<file path="config.mk">
export PLATFORM = sky130hd
export DESIGN_NAME = dshot_frame_pulse_encoder
export DESIGN_NICKNAME = d
export VERILOG_FILES = /design/src/rtl/core/dfpe_pkg.sv /design/src/rtl/core/dfpe_cfg_regs.sv /design/src/rtl/core/dfpe_frame_build.sv /design/src/rtl/core/dfpe_serializer.sv /design/src/rtl/core/dshot_frame_pulse_encoder.sv
export SDC_FILE = /design/constraint.sdc
export NUM_CORES = 1
export LEC_CHECK = 0
export ABC_AREA = 1
export CORE_MARGIN = 2
export CORE_UTILIZATION = 40
export DETAILED_ROUTE_END_ITERATION = 8
export DONT_BUFFER_PORTS = 1
export GPL_ROUTABILITY_DRIVEN = 0
export GPL_TIMING_DRIVEN = 0
export RECOVER_POWER = 50
export SYNTH_ARGS = -nofsm -noshare
export SYNTH_HDL_FRONTEND = slang
export SYNTH_SLANG_ARGS = --single-unit
</file>
<file path="constraint.sdc">
create_clock -name i_clk -period 2.3 [get_ports i_clk]
set_input_delay 0.46 -clock i_clk [delete_from_list [all_inputs] [get_ports i_clk]]
set_output_delay 0.46 -clock i_clk [all_outputs]
set_load 0.03 [all_outputs]
</file>
<file path="src/rtl/core/dfpe_pkg.sv">
// ----------------------------------------------------------------------------
// dfpe_pkg
// Shared types and constants of the DShot frame pulse encoder.
// ----------------------------------------------------------------------------
`default_nettype none

package dfpe_pkg;

    localparam int THR_W       = 11;
    localparam int CMD_W       = 12;
    localparam int TICK_W      = 15;
    localparam int FRAME_W     = 16;
    localparam int CNT_W       = 4;
    localparam int CFG_IDX_W   = 3;
    localparam int CFG_DATA_W  = 15;

    localparam logic [THR_W-1:0]   THR_MAX = 11'd2047;

    // Register indexes
    localparam logic [CFG_IDX_W-1:0] REG_MIN_THROTTLE    = 3'd0;
    localparam logic [CFG_IDX_W-1:0] REG_ONE_HIGH_TICKS  = 3'd1;
    localparam logic [CFG_IDX_W-1:0] REG_ONE_LOW_TICKS   = 3'd2;
    localparam logic [CFG_IDX_W-1:0] REG_ZERO_HIGH_TICKS = 3'd3;
    localparam logic [CFG_IDX_W-1:0] REG_ZERO_LOW_TICKS  = 3'd4;

    // Reset values
    localparam logic [THR_W-1:0]  RST_MIN_THROTTLE    = 11'd50;
    localparam logic [TICK_W-1:0] RST_ONE_HIGH_TICKS  = 15'd190;
    localparam logic [TICK_W-1:0] RST_ONE_LOW_TICKS   = 15'd76;
    localparam logic [TICK_W-1:0] RST_ZERO_HIGH_TICKS = 15'd95;
    localparam logic [TICK_W-1:0] RST_ZERO_LOW_TICKS  = 15'd171;

    localparam logic [CNT_W-1:0] LAST_BIT_IDX = 4'd15;

    typedef struct packed {
        logic [TICK_W-1:0] one_high;
        logic [TICK_W-1:0] one_low;
        logic [TICK_W-1:0] zero_high;
        logic [TICK_W-1:0] zero_low;
    } t_tick_cfg;

endpackage

`default_nettype wire

</file>
<file path="src/rtl/core/dfpe_cfg_regs.sv">
// ----------------------------------------------------------------------------
// dfpe_cfg_regs
// Configuration register file: throttle floor and pulse tick durations.
// ----------------------------------------------------------------------------
`default_nettype none

module dfpe_cfg_regs
    import dfpe_pkg::*;
(
    input  wire logic                  i_clk,
    input  wire logic                  i_rst_n,
    input  wire logic                  i_cfg_valid,
    input  wire logic [CFG_IDX_W-1:0]  i_cfg_index,
    input  wire logic [CFG_DATA_W-1:0] i_cfg_data,
    output logic                       o_cfg_ready,
    output logic [THR_W-1:0]           o_min_throttle,
    output t_tick_cfg                  o_ticks
);

    logic [THR_W-1:0] r_min_throttle;
    t_tick_cfg        r_ticks;

    assign o_cfg_ready = 1'b1;

    always_ff @(posedge i_clk) begin
        if (!i_rst_n) begin
            r_min_throttle    <= RST_MIN_THROTTLE;
            r_ticks.one_high  <= RST_ONE_HIGH_TICKS;
            r_ticks.one_low   <= RST_ONE_LOW_TICKS;
            r_ticks.zero_high <= RST_ZERO_HIGH_TICKS;
            r_ticks.zero_low  <= RST_ZERO_LOW_TICKS;
        end else if (i_cfg_valid) begin
            case (i_cfg_index)
                REG_MIN_THROTTLE:    r_min_throttle    <= i_cfg_data[THR_W-1:0];
                REG_ONE_HIGH_TICKS:  r_ticks.one_high  <= i_cfg_data[TICK_W-1:0];
                REG_ONE_LOW_TICKS:   r_ticks.one_low   <= i_cfg_data[TICK_W-1:0];
                REG_ZERO_HIGH_TICKS: r_ticks.zero_high <= i_cfg_data[TICK_W-1:0];
                REG_ZERO_LOW_TICKS:  r_ticks.zero_low  <= i_cfg_data[TICK_W-1:0];
                default: begin
                    // drop writes to unmapped indexes
                end
            endcase
        end
    end

    assign o_min_throttle = r_min_throttle;
    assign o_ticks        = r_ticks;

endmodule

`default_nettype wire

</file>
<file path="src/rtl/core/dfpe_frame_build.sv">
// ----------------------------------------------------------------------------
// dfpe_frame_build
// Clamps the throttle, appends the telemetry bit and checksum, and holds
// the finished 16-bit frame until the serializer takes it.
// ----------------------------------------------------------------------------
`default_nettype none

module dfpe_frame_build
    import dfpe_pkg::*;
(
    input  wire logic               i_clk,
    input  wire logic               i_rst_n,
    input  wire logic               i_valid,
    output logic                    o_ready,
    input  wire logic [CMD_W-1:0]   i_throttle,
    input  wire logic [THR_W-1:0]   i_min_throttle,
    output logic                    o_frame_valid,
    output logic [FRAME_W-1:0]      o_frame,
    input  wire logic               i_frame_take
);

    logic [FRAME_W-1:0] r_frame;
    logic               r_full;
    logic [THR_W-1:0]   n_sat;
    logic [THR_W-1:0]   n_thr;
    logic [CMD_W-1:0]   n_word;
    logic [3:0]         n_sum;
    logic [FRAME_W-1:0] n_frame;

    always_comb begin
        n_sat   = (i_throttle > {1'b0, THR_MAX}) ? THR_MAX : i_throttle[THR_W-1:0];
        n_thr   = (n_sat < i_min_throttle) ? i_min_throttle : n_sat;
        n_word  = {n_thr, 1'b0};   // telemetry request stays clear
        n_sum   = n_word[3:0] ^ n_word[7:4] ^ n_word[11:8];
        n_frame = {n_word, n_sum};
    end

    // Free this slot in the same cycle the serializer takes it
    assign o_ready = !r_full || i_frame_take;

    always_ff @(posedge i_clk) begin
        if (!i_rst_n) begin
            r_full <= 1'b0;
        end else if (i_valid && o_ready) begin
            r_full <= 1'b1;
        end else if (i_frame_take) begin
            r_full <= 1'b0;
        end
    end

    always_ff @(posedge i_clk) begin
        if (i_valid && o_ready) begin
            r_frame <= n_frame;
        end
    end

    assign o_frame_valid = r_full;
    assign o_frame       = r_frame;

endmodule

`default_nettype wire

</file>
<file path="src/rtl/core/dfpe_serializer.sv">
// ----------------------------------------------------------------------------
// dfpe_serializer
// Shifts a frame out MSB first, one bit beat per ready cycle, with its tick
// durations and a flag on the final bit.
// ----------------------------------------------------------------------------
`default_nettype none

module dfpe_serializer
    import dfpe_pkg::*;
(
    input  wire logic               i_clk,
    input  wire logic               i_rst_n,
    input  wire logic               i_frame_valid,
    input  wire logic [FRAME_W-1:0] i_frame,
    output logic                    o_frame_take,
    input  wire t_tick_cfg          i_ticks,
    output logic                    o_valid,
    input  wire logic               i_ready,
    output logic                    o_frame_bit,
    output logic [TICK_W-1:0]       o_high_ticks,
    output logic [TICK_W-1:0]       o_low_ticks,
    output logic                    o_last_bit
);

    logic [FRAME_W-1:0] r_shift;
    logic [CNT_W-1:0]   r_cnt;
    logic               r_busy;
    logic               n_beat;
    logic               n_last;

    assign n_beat       = r_busy && i_ready;
    assign n_last       = (r_cnt == LAST_BIT_IDX);
    assign o_frame_take = i_frame_valid && (!r_busy || (n_beat && n_last));

    always_ff @(posedge i_clk) begin
        if (!i_rst_n) begin
            r_busy <= 1'b0;
            r_cnt  <= '0;
        end else if (o_frame_take) begin
            r_busy <= 1'b1;
            r_cnt  <= '0;
        end else if (n_beat) begin
            if (n_last) begin
                r_busy <= 1'b0;
            end
            r_cnt <= r_cnt + 1'b1;
        end
    end

    always_ff @(posedge i_clk) begin
        if (o_frame_take) begin
            r_shift <= i_frame;
        end else if (n_beat) begin
            r_shift <= {r_shift[FRAME_W-2:0], 1'b0};
        end
    end

    // Tick registers must only change while idle (not enforced here), so the payload holds under stall
    assign o_valid      = r_busy;
    assign o_frame_bit  = r_shift[FRAME_W-1];
    assign o_high_ticks = r_shift[FRAME_W-1] ? i_ticks.one_high : i_ticks.zero_high;
    assign o_low_ticks  = r_shift[FRAME_W-1] ? i_ticks.one_low  : i_ticks.zero_low;
    assign o_last_bit   = n_last;

`ifndef SYNTHESIS
    a_frame_restart: assert property (@(posedge i_clk) disable iff (!i_rst_n)
        o_frame_take |=> (o_valid && r_cnt == '0))
        else $error("frame load did not restart the bit count");

    a_mid_advance: assert property (@(posedge i_clk) disable iff (!i_rst_n)
        (n_beat && !n_last) |=> (o_valid && r_cnt == $past(r_cnt) + 1'b1))
        else $error("bit count did not advance after a mid-frame beat");

    a_end_idle: assert property (@(posedge i_clk) disable iff (!i_rst_n)
        (n_beat && n_last && !i_frame_valid) |=> !o_valid)
        else $error("serializer stayed busy after the final bit");

    a_take_only_free: assert property (@(posedge i_clk) disable iff (!i_rst_n)
        o_frame_take |-> (!r_busy || (n_beat && n_last)))
        else $error("frame taken while a frame was still shifting");
`endif

endmodule

`default_nettype wire

</file>
<file path="src/rtl/core/dshot_frame_pulse_encoder.sv">
// ----------------------------------------------------------------------------
// dshot_frame_pulse_encoder
// Turns a throttle command into the sixteen bit pulses of one DShot frame.
// ----------------------------------------------------------------------------
// Each accepted throttle beat yields sixteen output beats, one per cycle when
// the sink is ready; that rate is set by the bit serializer, which sends one
// frame bit per beat. The frame builder clamps and checksums a command in the
// cycle it is accepted and holds one finished frame ahead of the serializer,
// so the next command is taken while the current frame is still going out
// and frames follow each other with no gap. Configuration writes are always
// accepted and must only be issued while no frame is pending or in flight.
`default_nettype none

module dshot_frame_pulse_encoder
    import dfpe_pkg::*;
(
    input  wire logic                  i_clk,
    input  wire logic                  i_rst_n,
    input  wire logic                  i_valid,
    output logic                       o_ready,
    input  wire logic [CMD_W-1:0]      i_throttle,
    output logic                       o_valid,
    input  wire logic                  i_ready,
    output logic                       o_frame_bit,
    output logic [TICK_W-1:0]          o_high_ticks,
    output logic [TICK_W-1:0]          o_low_ticks,
    output logic                       o_last_bit,
    input  wire logic                  i_cfg_valid,
    output logic                       o_cfg_ready,
    input  wire logic [CFG_IDX_W-1:0]  i_cfg_index,
    input  wire logic [CFG_DATA_W-1:0] i_cfg_data
);

    logic [THR_W-1:0]   min_throttle;
    t_tick_cfg          ticks;
    logic               frame_valid;
    logic [FRAME_W-1:0] frame;
    logic               frame_take;

    dfpe_cfg_regs u_cfg (
        .i_clk          (i_clk),
        .i_rst_n        (i_rst_n),
        .i_cfg_valid    (i_cfg_valid),
        .i_cfg_index    (i_cfg_index),
        .i_cfg_data     (i_cfg_data),
        .o_cfg_ready    (o_cfg_ready),
        .o_min_throttle (min_throttle),
        .o_ticks        (ticks)
    );

    dfpe_frame_build u_build (
        .i_clk          (i_clk),
        .i_rst_n        (i_rst_n),
        .i_valid        (i_valid),
        .o_ready        (o_ready),
        .i_throttle     (i_throttle),
        .i_min_throttle (min_throttle),
        .o_frame_valid  (frame_valid),
        .o_frame        (frame),
        .i_frame_take   (frame_take)
    );

    dfpe_serializer u_ser (
        .i_clk         (i_clk),
        .i_rst_n       (i_rst_n),
        .i_frame_valid (frame_valid),
        .i_frame       (frame),
        .o_frame_take  (frame_take),
        .i_ticks       (ticks),
        .o_valid       (o_valid),
        .i_ready       (i_ready),
        .o_frame_bit   (o_frame_bit),
        .o_high_ticks  (o_high_ticks),
        .o_low_ticks   (o_low_ticks),
        .o_last_bit    (o_last_bit)
    );

endmodule

`default_nettype wire

</file>
==> metrics <==
status=finished clean; CTS Buf Count=9; Core Region=12100 sq um; grt ovf=0; die height=116 um; Seq pwr share=50.5%; ANT nets after route=0; Total Wirelength=12700 um; Max Cap Viol=0; Syn Std Cell Area=4990 sq um; Post-layout nets=708; critical path class=reg2out; share of the synthesized area in the top cell type=30.9%; CP endpoint kind=primary output; dpl cells=819; GR Util met3=6.28%; Comb pwr share=15.3%; GR Util met1=25.3%; routed vias=4198; Antenna diodes=0; Int Pwr=3.03 mW; Hold Path Class=in2reg; worst vdd ir=0.000522 V; DR DRC count=0; Synth Register Bits=108; Crit path arrival time=1.79 ns; Clock power frac=34.3%; Sink Count=108; final cell count without fillers=835; Row Count=40; Detail Placement HPWL=9350 um; Pins Over Slew Limit=0; Seq/Total Area, Yosys=49.5%; Layout Skew=0.0112 ns; CTS root buf=clkbuf_16; initial antenna violation count=0; GRT Total Usage=19.9%; first-pass GRT wire length=20400 um; vias per cell=5.03; Pwr per Cell Area=720 nW/um^2; met2 usage=31.6%; Placed Area=5210 sq um; fmax=444 MHz; CTS clk-pin slew, worst paths=0.07 ns; design area=5830 sq um; Hold Crit Start=i_cfg_data[3]; Syn. warnings=0; worst-path fanout max=10; Setup TNS=0 ns; Net Sw Frac=27.9%; DRT iter0 DRCs=293; main area contributors after synthesis=dfxtp_1, edfxtp_1, nand2_1, o21ai_0, inv_1; # port buffers=0; Hold Vio Cnt, Final=0; # setup viols final=0; CP required=1.84 ns; worst-margin pin slew=1.17 ns; Reg2Reg Depth=6; Rel. slew slack=21.0%; H-tree level count=3; Yosys top cell by area=dfxtp_1; Mean Syn Cell Area=7.68 sq um; hold depth=2; Total Power=4.20 mW; io pins=70; CP startpoint kind=register; syn_nets=696; clk_lat worst skew=0.35 ns; pin count of the biggest net entering global routing=18; Leak=2.51 nW; RR Startpoint=u_ser.o_valid; total iterations of the first detailed-routing run=4; r2r setup slk=0.16 ns; layout cells sized above 1=11.7%; Netlist cell types=28; die width=116 um; wire per inst=15.2 um; CTS tree=yes; vias in the first global route=4054; total setup buffers inserted after CTS=0; Post-Route Utilization=48.2%; gr busiest metal=met2; Die ar.=13400 sq um; Max clock buf depth=2; sw power=1.17 mW; fin crit period=2.25 ns; P&R area growth vs syn=16.9%; worst reg2reg endpoint=u_build.o_frame[0]; Synth Instances=650; Hold EP=u_cfg.o_ticks[33]; Final period util=98.0%; Initial Utilization=41.2%
worst max-delay path, stage by stage, from the launching register on:
cell      delay, ns
edfxtp_1       0.56
clkbuf_2       0.25
clkbuf_4       0.30
o21ai_4        0.33
through the flow:
stage               hold WS (ns)  worst slack, ns
CTS                        0.223          -0.0986
detailed placement         0.438           -0.247
global route               0.230          -0.0116
floorplan                  0.424           0.0210
finish                     0.234           0.0460
global placement           0.433           -0.253
placed cells by master, fill, tap and decap left out, types with 2 or more instances in the layout:
| cell | n |
|---|---|
| o21ai_1 | 2 |
| o21ai_4 | 30 |
| clkbuf_16 | 9 |
| nand3_1 | 21 |
| clkbuf_1 | 18 |
| xor2_1 | 3 |
| o21ai_2 | 4 |
| ha_1 | 11 |
| clkinv_2 | 2 |
| buf_2 | 3 |
| edfxtp_1 | 31 |
| clkbuf_2 | 3 |
| buf_4 | 4 |
| inv_1 | 76 |
| buf_6 | 4 |
| dfxtp_1 | 77 |
| nand2_1 | 173 |
| a21oi_1 | 39 |
| nor2_4 | 2 |
| o21ai_0 | 55 |
| clkbuf_4 | 2 |
| clkinvlp_4 | 3 |
| nor2_1 | 57 |
| nand2_2 | 7 |
| nand4_1 | 13 |
| o211ai_1 | 8 |
logic make-up (layout without fill, tap and decap cells):
kind of cell             count (synthesis)  after routing  synth area share (%)
buffers and inverters                  111            128                  9.05
AND/OR/NAND/NOR                        277            277                  23.4
adder cells (fa/ha/maj)                 11             11                  2.76
XOR/XNOR                                 3              3                 0.526
AO/OA/AOI/OAI                          139            139                  14.7
other                                    1              1                0.0751
flip-flops                             108            108                  49.5
area by class of cell:
type,count,area (sq um)
buffer,32,173
sequential,108,2470
timing repair buffer,1,11.3
multi-input combinational,431,2390
fill,1211,6280
clock inverter,4,26.3
clock buffer,12,246
inverter,79,304
tap,168,210
power groups by stage:
stage                     combinational (mW)  clock [mW]  sequential [mW]
after floorplan                        0.429           0             2.15
after global placement                 0.529           0             2.16
after detailed placement               0.548           0             2.16
after CTS                              0.601        1.47             2.12
after global routing                   0.711        1.56             2.13
final                                  0.641        1.44             2.12
worst max path at each step:
stage,startpoint,cells past startpoint,slack [ns],endpoint
finish,u_ser.r_shift[15],3,0.05,o_high_ticks[2]
global route,u_ser.r_shift[15],3,-0.01,o_high_ticks[2]
CTS,u_ser.r_shift[15],3,-0.1,o_high_ticks[10]
detailed placement,i_throttle[11],12,-0.25,u_build.o_frame[3]
global placement,u_ser.o_valid,1,-0.25,u_ser.r_shift[12]
floorplan,i_throttle[11],12,0.02,u_build.o_frame[3]
Yosys cell counts:
cell / number
nor2_2: 1
a21o_1: 1
buf_4: 2
o21ai_2: 4
clkinv_1: 1
edfxtp_1: 31
xor2_1: 3
nand4_1: 13
o21ai_0: 84
buf_1: 1
clkbuf_1: 22
nand3_1: 21
nor4_4: 1
o21ai_1: 3
or2_2: 1
dfxtp_1: 77
buf_6: 3
nand3_4: 1
o211ai_1: 8
nand2_2: 7
conb_1: 1
inv_1: 78
buf_2: 4
ha_1: 11
nand2_1: 173
nor2_4: 2
nor2_1: 57
a21oi_1: 39
timing repair:
action,4_1_cts,5_1_grt
hold buffers,0,0
endpoints found under the setup margin,45,33
resized for setup,72,35
pin swaps,2,15
registers in the layout, indices dropped and copies added (netlist names):
signal	flops
u_cfg.o_ticks	60
u_cfg.o_min_throttle	11
u_build.o_frame_valid	1
u_build.o_frame	15
u_ser.r_cnt	4
u_ser.o_valid	1
u_ser.r_shift	16
per-layer routing:
layer	part of all wire (%)	routed length [um]	vias to the layer above
met2	47	6010	94
met3	6.5	830	18
met1	44	5610	1971
li1	-	-	2115
met4	2.1	272	0
met5	0	0	-
Note: power is estimated with default switching activity, not from simulation.
